<file path="config.mk">
export PLATFORM = sky130hd
export DESIGN_NAME = signal_level_statistics_unit
export DESIGN_NICKNAME = d
export VERILOG_FILES = /design/src/hw/rtl/sls_pkg.sv /design/src/hw/rtl/sls_ram.sv /design/src/hw/rtl/sls_div.sv /design/src/hw/rtl/signal_level_statistics_unit.sv
export VERILOG_INCLUDE_DIRS = /design/src /design/src/hw/rtl
export SDC_FILE = /design/constraint.sdc
export NUM_CORES = 1
export LEC_CHECK = 0
export ABC_CLOCK_PERIOD_IN_PS = 5800
export BUFFER_PORTS_ARGS = -buffer_cell sky130_fd_sc_hd__buf_4
export CAP_MARGIN = 40
export CORE_MARGIN = 2
export CORE_UTILIZATION = 35
export DETAILED_ROUTE_END_ITERATION = 10
export HOLD_SLACK_MARGIN = 0.03
export MAX_ROUTING_LAYER = met4
export PLACE_DENSITY_LB_ADDON = 0.3
export SLEW_MARGIN = 15
export SYNTH_ARGS = -nofsm -noshare
export SYNTH_HDL_FRONTEND = slang
export SYNTH_HIERARCHICAL = 1
export SYNTH_SLANG_ARGS = --single-unit
export TNS_END_PERCENT = 50
</file>
<file path="constraint.sdc">
create_clock -name i_clk -period 5.8 [get_ports i_clk]
set_clock_uncertainty 0.2 [all_clocks]
set_input_delay 1.16 -clock i_clk [delete_from_list [all_inputs] [get_ports i_clk]]
set_output_delay 1.16 -clock i_clk [all_outputs]
set_load 0.01 [all_outputs]
</file>
<file path="src/hw/rtl/signal_level_statistics_unit_assert.svh">
// ----------------------------------------------------------------------------
// Signal level statistics assertion macros
// Concurrent check helpers shared by the statistics unit RTL.
// ----------------------------------------------------------------------------
`ifndef SIGNAL_LEVEL_STATISTICS_UNIT_ASSERT_SVH
`define SIGNAL_LEVEL_STATISTICS_UNIT_ASSERT_SVH

// same-cycle implication, off during reset
`define SLS_ASSERT_IMP(lbl, clk, rst_n, ante, cons) \
    lbl: assert property (@(posedge clk) disable iff (!rst_n) (ante) |-> (cons)) \
        else $error("signal level statistics check failed");

// next-cycle implication, off during reset
`define SLS_ASSERT_NXT(lbl, clk, rst_n, ante, cons) \
    lbl: assert property (@(posedge clk) disable iff (!rst_n) (ante) |=> (cons)) \
        else $error("signal level statistics check failed");

`endif

</file>
<file path="src/hw/rtl/sls_pkg.sv">
// ----------------------------------------------------------------------------
// Signal level statistics package
// Widths, codes, divider interface types and the level grading function.
// ----------------------------------------------------------------------------
package sls_pkg;

    // history ring size and derived widths
    localparam int HISTORY_DEPTH = 64;
    localparam int HIST_IDX_W    = $clog2(HISTORY_DEPTH);
    localparam int FILL_W        = $clog2(HISTORY_DEPTH + 1);
    localparam int AGE_W         = 6;
    localparam int CMP_W         = (FILL_W > AGE_W) ? FILL_W : AGE_W;
    localparam int SLOT_SUM_W    = ((HIST_IDX_W > AGE_W) ? HIST_IDX_W : AGE_W) + 1;

    // statistics widths
    localparam int LEVEL_W = 8;
    localparam int COUNT_W = 24;
    localparam int SUM_W   = 32;

    // divider: mean magnitude never exceeds 128, so eight quotient bits
    localparam int QUO_W      = 8;
    localparam int DIV_STEPS  = QUO_W;
    localparam int DIV_CNT_W  = $clog2(DIV_STEPS);
    localparam int DSH_W      = COUNT_W + QUO_W - 1;

    // start values after reset or clear
    localparam logic signed [LEVEL_W-1:0] LEVEL_START = -8'sd100;
    localparam logic signed [LEVEL_W-1:0] LEVEL_ZERO  = 8'sd0;

    // grade thresholds and codes
    localparam logic signed [LEVEL_W-1:0] GRADE_EXC_DBM  = -8'sd50;
    localparam logic signed [LEVEL_W-1:0] GRADE_GOOD_DBM = -8'sd60;
    localparam logic signed [LEVEL_W-1:0] GRADE_FAIR_DBM = -8'sd70;
    localparam logic [1:0] GRADE_EXCELLENT = 2'd0;
    localparam logic [1:0] GRADE_GOOD      = 2'd1;
    localparam logic [1:0] GRADE_FAIR      = 2'd2;
    localparam logic [1:0] GRADE_WEAK      = 2'd3;

    typedef enum logic [1:0] {
        OP_CLEAR  = 2'd0,
        OP_RECORD = 2'd1,
        OP_READ   = 2'd2
    } t_opcode;

    typedef enum logic [1:0] {
        ST_IDLE,
        ST_DIV,
        ST_READ,
        ST_OUT
    } t_state;

    typedef struct packed {
        logic                    start;
        logic signed [SUM_W-1:0] dividend;
        logic [COUNT_W-1:0]      divisor;
    } t_div_req;

    typedef struct packed {
        logic                    done;
        logic signed [QUO_W-1:0] quotient;
    } t_div_rsp;

    function automatic logic [1:0] grade_of(input logic signed [LEVEL_W-1:0] level);
        logic [1:0] g;
        if (level >= GRADE_EXC_DBM) begin
            g = GRADE_EXCELLENT;
        end else if (level >= GRADE_GOOD_DBM) begin
            g = GRADE_GOOD;
        end else if (level >= GRADE_FAIR_DBM) begin
            g = GRADE_FAIR;
        end else begin
            g = GRADE_WEAK;
        end
        return g;
    endfunction

endpackage

</file>
<file path="src/hw/rtl/sls_ram.sv">
// ----------------------------------------------------------------------------
// Generic simple dual-port RAM
// One write port, one read port with registered read data.
// ----------------------------------------------------------------------------
module sls_ram #(
    parameter int WIDTH = 8,
    parameter int DEPTH = 64
) (
    input  logic                     i_clk,
    input  logic                     i_we,
    input  logic [$clog2(DEPTH)-1:0] i_waddr,
    input  logic [WIDTH-1:0]         i_wdata,
    input  logic                     i_re,
    input  logic [$clog2(DEPTH)-1:0] i_raddr,
    output logic [WIDTH-1:0]         o_rdata
);

    logic [WIDTH-1:0] r_mem [DEPTH];
    logic [WIDTH-1:0] r_rdata;

    // write port
    always_ff @(posedge i_clk) begin
        if (i_we) begin
            r_mem[i_waddr] <= i_wdata;
        end
    end

    // registered read port
    always_ff @(posedge i_clk) begin
        if (i_re) begin
            r_rdata <= r_mem[i_raddr];
        end
    end

    assign o_rdata = r_rdata;

endmodule

</file>
<file path="src/hw/rtl/sls_div.sv">
// ----------------------------------------------------------------------------
// Signal level statistics mean divider
// Restoring divider, one quotient bit per cycle, truncates toward zero.
// ----------------------------------------------------------------------------
module sls_div
    import sls_pkg::*;
(
    input  logic     i_clk,
    input  logic     i_rst_n,
    input  t_div_req i_req,
    output t_div_rsp o_rsp
);

    logic                 r_busy;
    logic                 r_done;
    logic [DIV_CNT_W-1:0] r_cnt;
    logic [SUM_W-1:0]     r_rem;
    logic [DSH_W-1:0]     r_div;
    logic [QUO_W-1:0]     r_quo;
    logic                 r_neg;

    logic [SUM_W-1:0] n_rem;
    logic [QUO_W-1:0] n_quo;
    logic [SUM_W-1:0] start_mag;
    logic             fits;

    // magnitude of the dividend at start
    assign start_mag = i_req.dividend[SUM_W-1] ? SUM_W'(-i_req.dividend)
                                                : SUM_W'(i_req.dividend);

    // one compare and subtract per step
    always_comb begin
        fits  = r_rem >= SUM_W'(r_div);
        n_rem = fits ? (r_rem - SUM_W'(r_div)) : r_rem;
        n_quo = {r_quo[QUO_W-2:0], fits};
    end

    // step sequencing
    always_ff @(posedge i_clk) begin
        if (!i_rst_n) begin
            r_busy <= 1'b0;
            r_done <= 1'b0;
            r_cnt  <= '0;
        end else begin
            r_done <= 1'b0;
            if (i_req.start) begin
                r_busy <= 1'b1;
                r_cnt  <= '0;
            end else if (r_busy) begin
                r_cnt <= r_cnt + 1'b1;
                if (r_cnt == DIV_CNT_W'(DIV_STEPS - 1)) begin
                    r_busy <= 1'b0;
                    r_done <= 1'b1;
                end
            end
        end
    end

    // datapath registers
    always_ff @(posedge i_clk) begin
        if (i_req.start) begin
            r_rem <= start_mag;
            r_div <= {i_req.divisor, (QUO_W - 1)'(0)};
            r_quo <= '0;
            r_neg <= i_req.dividend[SUM_W-1];
        end else if (r_busy) begin
            r_rem <= n_rem;
            r_div <= r_div >> 1;
            r_quo <= n_quo;
        end
    end

    assign o_rsp.done     = r_done;
    assign o_rsp.quotient = r_neg ? QUO_W'(-$signed(r_quo)) : $signed(r_quo);

endmodule

</file>
<file path="src/hw/rtl/signal_level_statistics_unit.sv">
// ----------------------------------------------------------------------------
// Signal level statistics unit
// Keeps current, minimum, maximum and mean of signed dBm samples with a
// saturating sample count, and a 64-entry history ring read oldest first.
// One transfer is handled at a time. A recorded sample waits for the mean
// from an 8-step divider, one quotient bit per cycle, before its result is
// offered. A history read hit passes through a state for the registered RAM
// read; a clear, an unseen sample or a record with saturated count goes
// straight to the output.
// ----------------------------------------------------------------------------
`include "signal_level_statistics_unit_assert.svh"

module signal_level_statistics_unit
    import sls_pkg::*;
(
    input  logic                      i_clk,
    input  logic                      i_rst_n,
    // input channel
    input  logic                      i_in_valid,
    output logic                      o_in_stall,
    input  logic [1:0]                i_opcode,
    input  logic                      i_seen,
    input  logic signed [LEVEL_W-1:0] i_sample_dbm,
    input  logic [AGE_W-1:0]          i_history_age,
    // output channel
    output logic                      o_out_valid,
    input  logic                      i_out_stall,
    output logic signed [LEVEL_W-1:0] o_current_dbm,
    output logic signed [LEVEL_W-1:0] o_minimum_dbm,
    output logic signed [LEVEL_W-1:0] o_maximum_dbm,
    output logic signed [LEVEL_W-1:0] o_average_dbm,
    output logic [COUNT_W-1:0]        o_samples_taken,
    output logic [FILL_W-1:0]         o_history_filled,
    output logic [1:0]                o_quality_grade,
    output logic signed [LEVEL_W-1:0] o_history_value,
    output logic                      o_history_valid
);

    t_state                    r_state, n_state;
    logic signed [LEVEL_W-1:0] r_cur,   n_cur;
    logic signed [LEVEL_W-1:0] r_min,   n_min;
    logic signed [LEVEL_W-1:0] r_max,   n_max;
    logic signed [LEVEL_W-1:0] r_mean,  n_mean;
    logic [COUNT_W-1:0]        r_count, n_count;
    logic signed [SUM_W-1:0]   r_sum,   n_sum;
    logic [HIST_IDX_W-1:0]     r_slot,  n_slot;
    logic [FILL_W-1:0]         r_fill,  n_fill;
    logic signed [LEVEL_W-1:0] r_hval,  n_hval;
    logic                      r_hvalid, n_hvalid;

    logic                      in_xfer;
    logic                      age_hit;
    logic [SLOT_SUM_W-1:0]     slot_sum;
    logic [SLOT_SUM_W-1:0]     slot_wrap;
    logic [HIST_IDX_W-1:0]     rd_addr;
    logic                      ram_we;
    logic                      ram_re;
    logic [LEVEL_W-1:0]        ram_rdata;
    logic signed [SUM_W-1:0]   rec_sum;
    logic [COUNT_W-1:0]        rec_count;
    logic                      count_sat;
    t_div_req                  div_req;
    t_div_rsp                  div_rsp;

    // input transfer only when idle
    assign o_in_stall  = (r_state != ST_IDLE);
    assign o_out_valid = (r_state == ST_OUT);
    assign in_xfer     = (r_state == ST_IDLE) && i_in_valid;

    // history address: oldest entry is at the write slot once the ring is full
    always_comb begin
        age_hit   = CMP_W'(i_history_age) < CMP_W'(r_fill);
        slot_sum  = SLOT_SUM_W'(r_slot) + SLOT_SUM_W'(i_history_age);
        slot_wrap = (slot_sum >= SLOT_SUM_W'(HISTORY_DEPTH))
                  ? (slot_sum - SLOT_SUM_W'(HISTORY_DEPTH)) : slot_sum;
        rd_addr   = (r_fill < FILL_W'(HISTORY_DEPTH))
                  ? HIST_IDX_W'(i_history_age) : slot_wrap[HIST_IDX_W-1:0];
    end

    assign ram_we = in_xfer && (i_opcode == OP_RECORD) && i_seen;
    assign ram_re = in_xfer && (i_opcode == OP_READ);

    // running sum and count for a new sample
    assign count_sat = &r_count;
    assign rec_sum   = r_sum + SUM_W'(i_sample_dbm);
    assign rec_count = r_count + 1'b1;

    sls_ram #(
        .WIDTH (LEVEL_W),
        .DEPTH (HISTORY_DEPTH)
    ) u_hist_ram (
        .i_clk   (i_clk),
        .i_we    (ram_we),
        .i_waddr (r_slot),
        .i_wdata (i_sample_dbm),
        .i_re    (ram_re),
        .i_raddr (rd_addr),
        .o_rdata (ram_rdata)
    );

    sls_div u_div (
        .i_clk   (i_clk),
        .i_rst_n (i_rst_n),
        .i_req   (div_req),
        .o_rsp   (div_rsp)
    );

    // sequencer next state and statistics update
    always_comb begin
        n_state  = r_state;
        n_cur    = r_cur;
        n_min    = r_min;
        n_max    = r_max;
        n_mean   = r_mean;
        n_count  = r_count;
        n_sum    = r_sum;
        n_slot   = r_slot;
        n_fill   = r_fill;
        n_hval   = r_hval;
        n_hvalid = r_hvalid;
        div_req.start    = 1'b0;
        div_req.dividend = rec_sum;
        div_req.divisor  = rec_count;

        case (r_state)
            ST_IDLE: begin
                if (i_in_valid) begin
                    n_hval   = LEVEL_ZERO;
                    n_hvalid = 1'b0;
                    n_state  = ST_OUT;
                    case (i_opcode)
                        OP_CLEAR: begin
                            n_cur   = LEVEL_START;
                            n_min   = LEVEL_ZERO;
                            n_max   = LEVEL_START;
                            n_mean  = LEVEL_START;
                            n_count = '0;
                            n_sum   = '0;
                            n_slot  = '0;
                            n_fill  = '0;
                        end
                        OP_RECORD: begin
                            if (i_seen) begin
                                n_cur = i_sample_dbm;
                                // first sample after clear sets both bounds
                                if (r_count == '0) begin
                                    n_min = i_sample_dbm;
                                    n_max = i_sample_dbm;
                                end else begin
                                    if (i_sample_dbm < r_min) n_min = i_sample_dbm;
                                    if (i_sample_dbm > r_max) n_max = i_sample_dbm;
                                end
                                n_slot = (r_slot == HIST_IDX_W'(HISTORY_DEPTH - 1))
                                       ? '0 : r_slot + 1'b1;
                                if (r_fill < FILL_W'(HISTORY_DEPTH)) begin
                                    n_fill = r_fill + 1'b1;
                                end
                                // saturated count freezes sum and mean
                                if (!count_sat) begin
                                    n_count       = rec_count;
                                    n_sum         = rec_sum;
                                    div_req.start = 1'b1;
                                    n_state       = ST_DIV;
                                end
                            end
                        end
                        OP_READ: begin
                            if (age_hit) begin
                                n_state = ST_READ;
                            end
                        end
                        default: begin
                        end
                    endcase
                end
            end
            ST_DIV: begin
                if (div_rsp.done) begin
                    n_mean  = div_rsp.quotient;
                    n_state = ST_OUT;
                end
            end
            ST_READ: begin
                n_hval   = ram_rdata;
                n_hvalid = 1'b1;
                n_state  = ST_OUT;
            end
            ST_OUT: begin
                if (!i_out_stall) begin
                    n_state = ST_IDLE;
                end
            end
            default: begin
                n_state = ST_IDLE;
            end
        endcase
    end

    // state and statistics registers
    always_ff @(posedge i_clk) begin
        if (!i_rst_n) begin
            r_state  <= ST_IDLE;
            r_cur    <= LEVEL_START;
            r_min    <= LEVEL_ZERO;
            r_max    <= LEVEL_START;
            r_mean   <= LEVEL_START;
            r_count  <= '0;
            r_sum    <= '0;
            r_slot   <= '0;
            r_fill   <= '0;
            r_hvalid <= 1'b0;
        end else begin
            r_state  <= n_state;
            r_cur    <= n_cur;
            r_min    <= n_min;
            r_max    <= n_max;
            r_mean   <= n_mean;
            r_count  <= n_count;
            r_sum    <= n_sum;
            r_slot   <= n_slot;
            r_fill   <= n_fill;
            r_hvalid <= n_hvalid;
        end
    end

    // history read result
    always_ff @(posedge i_clk) begin
        r_hval <= n_hval;
    end

    // result fields
    assign o_current_dbm    = r_cur;
    assign o_minimum_dbm    = r_min;
    assign o_maximum_dbm    = r_max;
    assign o_average_dbm    = r_mean;
    assign o_samples_taken  = r_count;
    assign o_history_filled = r_fill;
    assign o_quality_grade  = grade_of(r_cur);
    assign o_history_value  = r_hval;
    assign o_history_valid  = r_hvalid;

    // checks
    `SLS_ASSERT_IMP(a_div_done_in_div, i_clk, i_rst_n, div_rsp.done, r_state == ST_DIV)
    `SLS_ASSERT_IMP(a_min_le_max, i_clk, i_rst_n, r_count != '0, r_min <= r_max)
    `SLS_ASSERT_NXT(a_record_fills, i_clk, i_rst_n, ram_we, r_fill != '0)
    `SLS_ASSERT_IMP(a_hit_needs_fill, i_clk, i_rst_n, o_out_valid && o_history_valid, r_fill != '0)

endmodule

</file>
---- Yosys cells after proc, flatten, opt, wreduce, memory -nomap -nowiden ----
Memory sizes are Yosys's and may differ from the RTL's. A register that Yosys moved wholly into a read port is not among the register bits.
Cells that the tools add are included.
operators by class
  bitwise logic cells ..................... 2
  order comparisons ....................... 9
  equality and inequality tests ........... 16
  add/sub/neg operators ................... 10
  mux-type cells .......................... 61
  reduce and logical (&&, ||, !) cells .... 25
operators with widths
  operator                                             number
  two-way mux 32 bit                                   6
  two-way mux 8 bit                                    12
  case mux 8 bit (2 select lines)                      5
  case mux 32 bit (2 select lines)                     1
  two-way mux 31 bit                                   2
  two-way mux 24 bit                                   2
  case mux 24 bit (2 select lines)                     1
  adder 32 x 8 -> 32 bit                               1
  >= comparator 32 x 31 -> 1 bit                       1
  negator 32 bit                                       1
  subtractor 32 x 31 -> 32 bit                         1
  adder 24 x 1 -> 24 bit, second input constant        1
  zero test 24 bit                                     1
  two-way mux 6 bit                                    4
  AND reduction 24 bit                                 1
  AND reduction 5 bit                                  4
  >= comparator 8 x 7 -> 1 bit, second input constant  2
  two-way mux 1 bit                                    14
  two-way mux 2 bit                                    7
  two-way mux 7 bit                                    2
  case mux 7 bit (2 select lines)                      1
  case mux 6 bit (2 select lines)                      1
  nonzero test 2 bit                                   6
  inequality test 2 bit, second input constant         5
  29 further kinds                                     41
storage, ports and cells
  memories ................................ 1
  input bits .............................. 21
  bits in writable memories ............... 512
  word-level logic and storage cells ...... 143
  bits in registers ....................... 189
memories
  name              depth  width  read ports  clocked after Yosys merged registers in  wr ports  RTL line       text
  u_hist_ram.r_mem  64     8      1           1                                        1         sls_ram.sv:18  logic [WIDTH-1:0] r_mem [DEPTH];

---- Longest topological paths before layout ----
Gate-level depths: netlist of the first run.
  depth after elaboration ................. 8
  mapped depth ............................ 16
  mapped depth without buffers ............ 16

---- Modules after synthesis ----
The synthesis of the first run kept the hierarchy.
by module, submodules not included
  module                        seq. area each (sq um)  area each (sq um)  times used  cells each
  sls_ram                       15615.0                 20305.7            1           953
  signal_level_statistics_unit  2322.2                  7659.8             1           957
  sls_div                       2112.0                  5990.7             1           684

---- Worst setup path before layout of the first run ----
No wires, ideal clock.
  path type ............................... input port to flip-flop
  start ................................... input port i_opcode[1]
  end ..................................... register u_div.r_rem[0], enable pin
  path slack .............................. -0.552 ns
  stages on the path ...................... 11
  arrival time ............................ 5.682 ns
  path through ............................ inv_1 -> ha_1 -> clkbuf_1 -> nand4_1 -> clkinv_1 -> o21ai_2 -> inv_1 -> clkbuf_1 -> clkbuf_1 -> or2_2 -> a21boi_0
RTL lines
  item                    RTL line                            text
  start: declaration      signal_level_statistics_unit.sv:21  input logic [1:0] i_opcode,
  end signal: assignment  sls_div.sv:62                       r_rem <= start_mag;
  end signal: assignment  sls_div.sv:67                       r_rem <= n_rem;
  end: declaration        sls_div.sv:17                       logic [SUM_W-1:0] r_rem;

==> results of run 1 <==
==> final timing paths <==
path                   startpoint               to  slack [ns]
setup / recovery  i_sample_dbm[0]  u_div/r_rem[23]        0.85
hold / removal           r_sum[6]         r_sum[6]        0.26
setup reg to reg         r_sum[0]  u_div/r_rem[23]        1.26
hold reg to reg          r_sum[6]         r_sum[6]        0.26
==> power by group <==
part	internal [W]	total, W	leakage, nW	switching, W
Sequential	0.00569	0.00580	6.28	0.000111
Clock	0.00320	0.00531	1.37	0.00212
Combinational	0.000691	0.00176	5.92	0.00107
Total	0.00958	0.0129	13.6	0.00330
==> placed cells by master, fill, tap and decap left out, types with 79 or more instances in the layout <==
| master | n |
|---|---|
| ha_1 | 101 |
| inv_1 | 94 |
| nand2_1 | 217 |
| clkbuf_16 | 82 |
| buf_4 | 179 |
| o21ai_0 | 79 |
| mux4_2 | 121 |
| a21oi_1 | 127 |
| edfxtp_1 | 585 |
| dfxtp_1 | 124 |
| nor2_1 | 205 |
==> cell usage after synthesis, drive strengths merged, types with 22 or more instances <==
| cell | instances |
|---|---|
| edfxtp | 585 |
| nand2 | 218 |
| nor2 | 205 |
| a21oi | 130 |
| mux4 | 129 |
| dfxtp | 124 |
| o21ai | 108 |
| ha | 102 |
| inv | 96 |
| clkbuf | 77 |
| xnor2 | 75 |
| nand3 | 74 |
| buf | 54 |
| mux2i | 45 |
| a21o | 41 |
| nor3 | 39 |
| xor2 | 38 |
| nor2b | 33 |
| and2 | 29 |
| nand2b | 27 |
| o31ai | 24 |
| nand4 | 23 |
| a211oi | 22 |
==> state kept, by name, summed over array words and instances, names as in the netlist, 2 cells and up <==
| signal | flops |
|---|---|
| r_state | 2 |
| o_history_value | 8 |
| r_slot | 6 |
| o_maximum_dbm | 8 |
| u_hist_ram/r_mem | 512 |
| o_history_filled | 7 |
| u_div/r_div | 31 |
| u_div/r_quo | 8 |
| o_minimum_dbm | 8 |
| u_hist_ram/o_rdata | 8 |
| u_div/r_rem | 32 |
| o_current_dbm | 8 |
| o_average_dbm | 8 |
| r_sum | 32 |
| o_samples_taken | 24 |
| u_div/r_cnt | 3 |
==> final cells by class <==
type	instances	area [um2]
fill	8990	57100
sequential	709	20000
multi-input combinational	1657	13000
clock buffer	100	2190
tap	1276	1600
timing repair buffer	187	1510
clock inverter	47	606
inverter	97	367
antenna	3	7.51
==> kinds of logic after synthesis <==
group	share of synthesized area
AOI/OAI and AO/OA	0.0992
xor gates and xnor gates	0.0291
adders and majority gates	0.0394
buffers and inverters	0.0295
DFF	0.590
muxes	0.106
and+or+nand+nor	0.106
==> per-layer routing <==
metal | part of all wire | vias up
met5 | 0 | -
met4 | 0.016 | 0
met3 | 0.083 | 99
met2 | 0.45 | 875
met1 | 0.45 | 11400
li1 | - | 10200
==> through the flow <==
stage	power, W	cell area [um2]
3_5_place_dp	0.00767	36400
3_3_place_gp	0.00763	36200
5_1_grt	0.0134	39300
2_1_floorplan	0.00706	34000
6_report	0.0129	39300
4_1_cts	0.0130	39200
==> worst register-to-register path, cell delays in order, from the launching register on <==
cell      delay, ns
dfxtp_1        0.32
ha_1           0.22
fa_1           0.41
a21o_1         0.22
a31oi_1        0.28
o21bai_1       0.11
a21oi_1        0.24
o21ai_0        0.15
xor2_1         0.18
or4_4          0.54
nor4_4         0.35
nand2_1        0.21
o31ai_1        0.30
xor2_1         0.11
a221o_1        0.35
a311oi_1       0.20
==> reports/qor.csv, run 1 <==
metric,value,unit
status,"finished, final reports clean",
Residual DRC,0,
kind of end point of the critical path,register,
largest cells by area after synthesis,"edfxtp_1 52%, mux4_2 8.0%, dfxtp_1 7.3%, ha_1 3.8%, nand2_1 2.4%",
Starting Density,0.352,
largest net degree at the start of global routing,68,
post-synth top area share,0.517,
Buffers & Inverters on Critical Path,1,
critical path class,primary input to register,
Die Y,315,um
grt met3 use,0.0370,
TritonCTS clock tree,done,
yosys warns,6,
Finished Layout Cells,4076,
Clock Tree Buf Depth,3,
cell mode on critical path,xor2_1,
Worst path slowest cell,or4_4,
cts hold-fix bufs,0,
Final ANT Viol Nets,0,
DRT iter0 DRCs,2278,
post-synth cell types,96,
Layout area overhead,15.7,%
sequential share of the synthesized area,0.590,
Inserted Clock Buffers,79,
crit-path cells,"buf_4, ha_1, fa_1, a21o_1, a31oi_1, o21bai_1, a21oi_1, o21ai_0, xor2_1, or4_4, nor4_4, nand2_1, o31ai_1, xor2_1, a221o_1, a311oi_1",
ratio of cells with drive above 1 in the final layout,0.179,
GRT Util Overall,0.191,
global-route wire length before repair,140,mm
Final Hold Vio Count,0,
TNS Setup,0,ns
M1 GR Usage,0.275,
Worst EP required,6.08,ns
setup bufs post-CTS,0,
Vias/cell,5.54,
IO buf count,96,
total gr overflow,0,
grt met2 use,0.282,
Die ar.,99500,um2
Final WS setup,0.850,ns
WP data arrival,5.23,ns
WL per Instance,22.9,um
Routed Wire Length,93.4,mm
final cycle utilization of the critical path,0.853,
RSZ-0062 raised after global routing,no,
routability cong.,0.902,
vias in the first global route,22000,
CORE AREA,96400,um2
Clock Pin Slew Worst Setup and Hold Paths,0.06,ns
worst hold stages,2,
Power Density,328,nW/um2
WHS,0.257,ns
DIE WIDTH,315,um
Final Core Density,0.407,
Fmax,202,MHz
Mapped Area,34000,um2
Row Count,114,
Crit path depth,16,
Mapped Cells,2594,
peak supply drop,0.000229,V
antenna violations before repair,6,
Worst R2R Path Depth,15,
measured slew at the worst slew-check pin,0.975,ns
Pins Over Slew Limit,0,
GRT Max-Usage Layer,met2,
synthesized area per cell,13.1,um2
Max stage delay on crit path,0.54,ns
placed insts,3918,
top_reg_cell synth,edfxtp_1,
count of TritonRoute iterations in the first routing pass,5,
Async SR Flop Fraction,0,
leakage power,13.6,nW
max cap viols,0,
Post-synth EDFFs,585,
Root Driver,clkbuf_16,
fin nets,2857,
clock period minus final worst setup slack,4.95,ns
via count,22600,
crit path max fanout,5,
"Net Count, Synth",2720,
Yosys reg bits,709,
Worst-Skew Late Latency,0.65,ns
slew margin rel.,0.333,
HP Class,register to register,
Setup crit start kind,primary input,
final setup violation count,0,
HPWL Detailed,65.2,mm
clk sinks,709,
post-CTS resize count,0,
Max H-tree Level,3,
IO Pins,97,
cell family with the largest share of critical-path delay,compound AO/OA/AOI/OAI gates,
pre-CTS setup slack,0.246,ns
cell taking the most area after synthesis,edfxtp_1,
Power figures use the tool's default switching activity.
==> run 2, diff against run 1 <==
--- a/config.mk
+++ b/config.mk
@@ -9,6 +9,7 @@
 export ABC_CLOCK_PERIOD_IN_PS = 5800
 export BUFFER_PORTS_ARGS = -buffer_cell sky130_fd_sc_hd__buf_4
 export CAP_MARGIN = 40
+export CORE_ASPECT_RATIO = 0.9
 export CORE_MARGIN = 2
 export CORE_UTILIZATION = 35
 export DETAILED_ROUTE_END_ITERATION = 10
==> run 2 against run 1 <==
Compared with the run above:
- hold slack lost 0.0014 ns
- wire length is 2.9% lower
- clock-buffer cell count is 13 lower
- via count fell by 1.1%
- final cell count grew 0.27%
- core utilization is essentially flat
- sequential share of layout area grew 0.090 points
- sequential power about the same
- critical path type unchanged
- critical endpoint unchanged
- largest cell class unchanged
- highest routed layer unchanged
==> reports/qor.csv, run 2 (synthesis results as in run 1) <==
metric,value,unit
status,"finished, final reports clean",
Final ANT Viol Nets,0,
diodes inserted,0,
Residual DRC,0,
final setup violation count,0,
RSZ-0062 raised after global routing,no,
setup bufs post-CTS,0,
Layout area overhead,15.5,%
Clock Tree Buf Depth,3,
Worst-Skew Late Latency,0.64,ns
Inserted Clock Buffers,75,
GRT Util Overall,0.188,
Max H-tree Level,3,
Fmax,204,MHz
vias in the first global route,22300,
slew margin rel.,0.392,
ratio of cells with drive above 1 in the final layout,0.187,
most flop-heavy register,u_hist_ram/r_mem,
Die Y,299,um
global-route wire length before repair,140,mm
Worst EP required,6.03,ns
cts hold-fix bufs,0,
antenna violations before repair,0,
fin area,39200,um2
cell family with the largest share of critical-path delay,compound AO/OA/AOI/OAI gates,
Starting Density,0.352,
IO Pins,97,
measured slew at the worst slew-check pin,0.909,ns
final cycle utilization of the critical path,0.844,
total gr overflow,0,
CORE AREA,96300,um2
crit-path cells,"buf_4, ha_1, fa_1, a21o_1, a31oi_1, o31a_2, a211oi_1, nor3_1, xnor2_1, or4_4, nor3_1, nand2_1, o31ai_1, xor2_1, a221o_1, a311oi_1",
peak supply drop,0.000216,V
WP data arrival,5.13,ns
WL per Instance,22.2,um
HP Class,register to register,
cell mode on critical path,nor3_1,
max FFs per register,512,
post-CTS resize count,0,
clk sinks,709,
critical path class,primary input to register,
placed cell area,36600,um2
Worst path slowest cell,or4_4,
Power Density,316,nW/um2
crit path max fanout,4,
Routed Wire Length,90.7,mm
max cap viols,0,
clock period minus final worst setup slack,4.90,ns
Setup crit start kind,primary input,
kind of end point of the critical path,register,
Buffers & Inverters on Critical Path,1,
IO buf count,96,
worst reg2reg setup slack,1.28,ns
via count,22300,
DIE WIDTH,332,um
biggest regs,"u_hist_ram/r_mem: 512 flops, r_sum: 32 flops, u_div/r_rem: 32 flops",
largest net degree at the start of global routing,75,
most frequent cells in the layout,"585 x edfxtp_1, 217 x nand2_1, 212 x buf_4",
TritonCTS clock tree,done,
Clock Pin Slew Worst Setup and Hold Paths,0.06,ns
Root Driver,clkbuf_16,
Row Count,108,
routability cong.,0.893,
Vias/cell,5.46,
leakage power,13.6,nW
HPWL Detailed,62.8,mm
TNS Setup,0,ns
"most common cell after layout, fill and taps aside",edfxtp_1,
Die ar.,99500,um2
Max stage delay on crit path,0.59,ns
count of TritonRoute iterations in the first routing pass,5,
fin nets,2885,
Pins Over Slew Limit,0,
Final Hold Vio Count,0,
DRT iter0 DRCs,1884,
## run 2: layout make-up
class	count	area, um2
well taps	1265	1580
inverters	97	367
fillers	8815	57100
clock buffers	87	1970
clock inverters	53	542
flip-flops and latches	709	20000
multi-input cells	1657	13000
repair buffers	219	1740
## run 2: final timing paths
kind / startpoint / end / depth (start not counted)
max: i_sample_dbm[0] / u_div/r_rem[23] / 16
min: r_sum[6] / r_sum[6] / 2
max reg2reg: r_sum[0] / u_div/r_rem[23] / 15
min reg2reg: r_sum[6] / r_sum[6] / 2
## run 2: stage by stage
step / hold WS (ns) / util / total power [W] / setup WS (ns) / cells
2_1_floorplan: 0.229 / - / 0.00706 / 0.280 / 2594
3_3_place_gp: 0.246 / 0.380 / 0.00761 / 0.316 / 3938
3_5_place_dp: 0.252 / 0.380 / 0.00764 / 0.286 / 3941
4_1_cts: 0.259 / 0.406 / 0.0125 / 0.942 / 4081
5_1_grt: 0.275 / 0.407 / 0.0129 / 0.633 / 4087
6_report: 0.255 / 0.407 / 0.0124 / 0.904 / 4087
## run 2: tightest hold or removal path: stages, from the launching register on
cell and delay, ns:
dfxtp_1 0.31, nand2_1 0.05, a21oi_1 0.05
## run 2: metal layers
metal  share of wire  global-route usage
met1            0.46               0.253
met2            0.48               0.298
met3           0.046              0.0282
met4           0.022              0.0464
met5               0                   -
## run 2: power breakdown
group | total (W) | switching (W) | internal, W
registers | 0.00582 | 0.000124 | 0.00569
clock network | 0.00485 | 0.00209 | 0.00276
logic | 0.00173 | 0.00104 | 0.000689
==> run 3, diff against run 2 <==
--- a/config.mk
+++ b/config.mk
@@ -6,7 +6,7 @@
 export SDC_FILE = /design/constraint.sdc
 export NUM_CORES = 1
 export LEC_CHECK = 0
-export ABC_CLOCK_PERIOD_IN_PS = 5800
+export ABC_CLOCK_PERIOD_IN_PS = 4800
 export BUFFER_PORTS_ARGS = -buffer_cell sky130_fd_sc_hd__buf_4
 export CAP_MARGIN = 40
 export CORE_ASPECT_RATIO = 0.9
==> constraint.sdc (replaced) <==
create_clock -name i_clk -period 4.8 [get_ports i_clk]
set_clock_uncertainty 0.2 [all_clocks]
set_input_delay 0.96 -clock i_clk [delete_from_list [all_inputs] [get_ports i_clk]]
set_output_delay 0.96 -clock i_clk [all_outputs]
set_load 0.01 [all_outputs]
==> run 3 against run 2 <==
Compared with the run above:
- via count up 1.5%
- critical path depth unchanged
- die area unchanged
- first-iteration DRC count down 1.6%
==> reports/qor.csv, run 3 (synthesis results as in run 1) <==
metric,value,unit
Vias/cell,5.45,
GRT Util Overall,0.191,
crit path to,u_div/r_rem[23],
peak supply drop,0.000245,V
most flop-heavy register,u_hist_ram/r_mem,
cts hold-fix bufs,0,
via count,22700,
Sw Ratio,0.265,
fin area,39600,um2
sw power,0.00395,W
Final ANT Viol Nets,0,
CORE AREA,96300,um2
Clock power frac,0.379,
IO Pins,97,
Reg-to-Reg Start,r_sum[0],
Row Count,108,
routability cong.,0.886,
count of TritonRoute iterations in the first routing pass,5,
TritonCTS clock tree,done,
Internal,0.0109,W
measured slew at the worst slew-check pin,0.888,ns
grt met2 use,0.303,
final cycle utilization of the critical path,0.950,
DRT iter0 DRCs,1854,
fin nets,2955,
Starting Density,0.352,
Max H-tree Level,3,
Worst-Skew Late Latency,0.63,ns
clk sinks,709,
ratio of cells with drive above 1 in the final layout,0.201,
Residual DRC,0,
placed cell area,37200,um2
global-route wire length before repair,142,mm
"most common cell after layout, fill and taps aside",edfxtp_1,
FF-to-FF End,u_div/r_rem[23],
Fmax,219,MHz
"Power, Total",0.0149,W
HP Class,register to register,
clock period minus final worst setup slack,4.56,ns
Root Driver,clkbuf_16,
leakage power,13.9,nW
WP data arrival,4.81,ns
Die ar.,99500,um2
HPWL Detailed,64.6,mm
Clock Tree Buf Depth,3,
max FFs per register,512,
largest net degree at the start of global routing,97,
kind of end point of the critical path,register,
vias in the first global route,22700,
status,"finished, final reports clean",
critical path class,primary input to register,
Setup crit start kind,primary input,
Die Y,299,um
Layout area overhead,16.8,%
crit path max fanout,4,
GRT Max-Usage Layer,met2,
Pins Over Slew Limit,0,
total gr overflow,0,
M1 GR Usage,0.258,
WL per Instance,22.4,um
max cap viols,0,
Logic pwr share,0.148,
antenna violations before repair,0,
filler cell count,8808,
Final Hold Vio Count,0,
RSZ-0062 raised after global routing,no,
most frequent cells in the layout,"585 x edfxtp_1, 279 x buf_4, 217 x nand2_1",
Seq pwr share,0.472,
Worst Setup SP,i_sample_dbm[0],
Power Density,375,nW/um2
setup bufs post-CTS,0,
Clock Pin Slew Worst Setup and Hold Paths,0.05,ns
Inserted Clock Buffers,76,
Worst R2R Path Depth,15,
Routed Wire Length,93.1,mm
final setup violation count,0,
DIE WIDTH,332,um
Worst EP required,5.05,ns
biggest regs,"u_hist_ram/r_mem: 512 flops, r_sum: 32 flops, u_div/r_rem: 32 flops",
worst reg2reg setup slack,0.37,ns
IO buf count,96,
slew margin rel.,0.406,
grt met3 use,0.0232,
Final Core Density,0.412,
diodes inserted,0,
TNS Setup,0,ns
-- run 3: worst min path at each step --
stage,slack [ns],endpoint,cells after the start,from
finish,0.26,r_sum[3],2,r_sum[3]
global route,0.28,r_sum[3],2,r_sum[3]
CTS,0.26,r_sum[29],2,r_sum[29]
detailed placement,0.25,r_sum[29],2,r_sum[29]
global placement,0.25,r_sum[27],1,r_sum[27]
floorplan,0.23,r_sum[29],2,r_sum[29]
-- run 3: metrics by stage --
stage          hold slack [ns]  worst slack [ns]  cells
3_3_place_gp             0.254            -0.413   4003
5_1_grt                  0.283            0.0466   4155
3_5_place_dp             0.251            -0.384   4009
4_1_cts                  0.264             0.259   4148
2_1_floorplan            0.229            0.0716   2594
6_report                 0.262             0.239   4155
-- run 3: power by group through the flow --
stage | registers [W] | clock network (W) | logic, W
final | 0.00703 | 0.00564 | 0.00220
after global routing | 0.00705 | 0.00602 | 0.00243
after CTS | 0.00703 | 0.00577 | 0.00220
after detailed placement | 0.00716 | 0 | 0.00219
after global placement | 0.00715 | 0 | 0.00215
after floorplan | 0.00713 | 0 | 0.00141
-- run 3: worst max-delay path: stages --
cell,delay (ns)
buf_4,0.13
ha_1,0.22
fa_1,0.40
a21o_1,0.22
a31oi_2,0.28
o31a_2,0.24
a211oi_1,0.10
nor3_1,0.24
xnor2_1,0.11
or4_4,0.59
nor3_1,0.22
nand2_1,0.12
o31ai_1,0.31
xor2_1,0.11
a221o_1,0.35
a311oi_1,0.21
-- run 3: layer usage --
layer	part of all wire	vias to the layer above
met5	0	-
met2	0.48	647
li1	-	10400
met4	0.026	0
met1	0.45	11500
met3	0.046	130
-- run 3: layout make-up --
type | instances | area (um2) | share of cell area
Inverter | 97 | 367 | 0.00925
Timing Repair Buffer | 288 | 2280 | 0.0574
Clock inverter | 43 | 390 | 0.00985
Sequential cell | 709 | 20000 | 0.506
Multi-Input combinational cell | 1657 | 13000 | 0.327
Tap cell | 1265 | 1580 | 0.0399
Clock buffer | 96 | 2020 | 0.0509
-- run 3: repair_timing --
item / 4_1_cts / 5_1_grt
resized for setup: 0 / 1
setup endpoints to repair: 0 / 1
hold endpoints to repair: 0 / 0
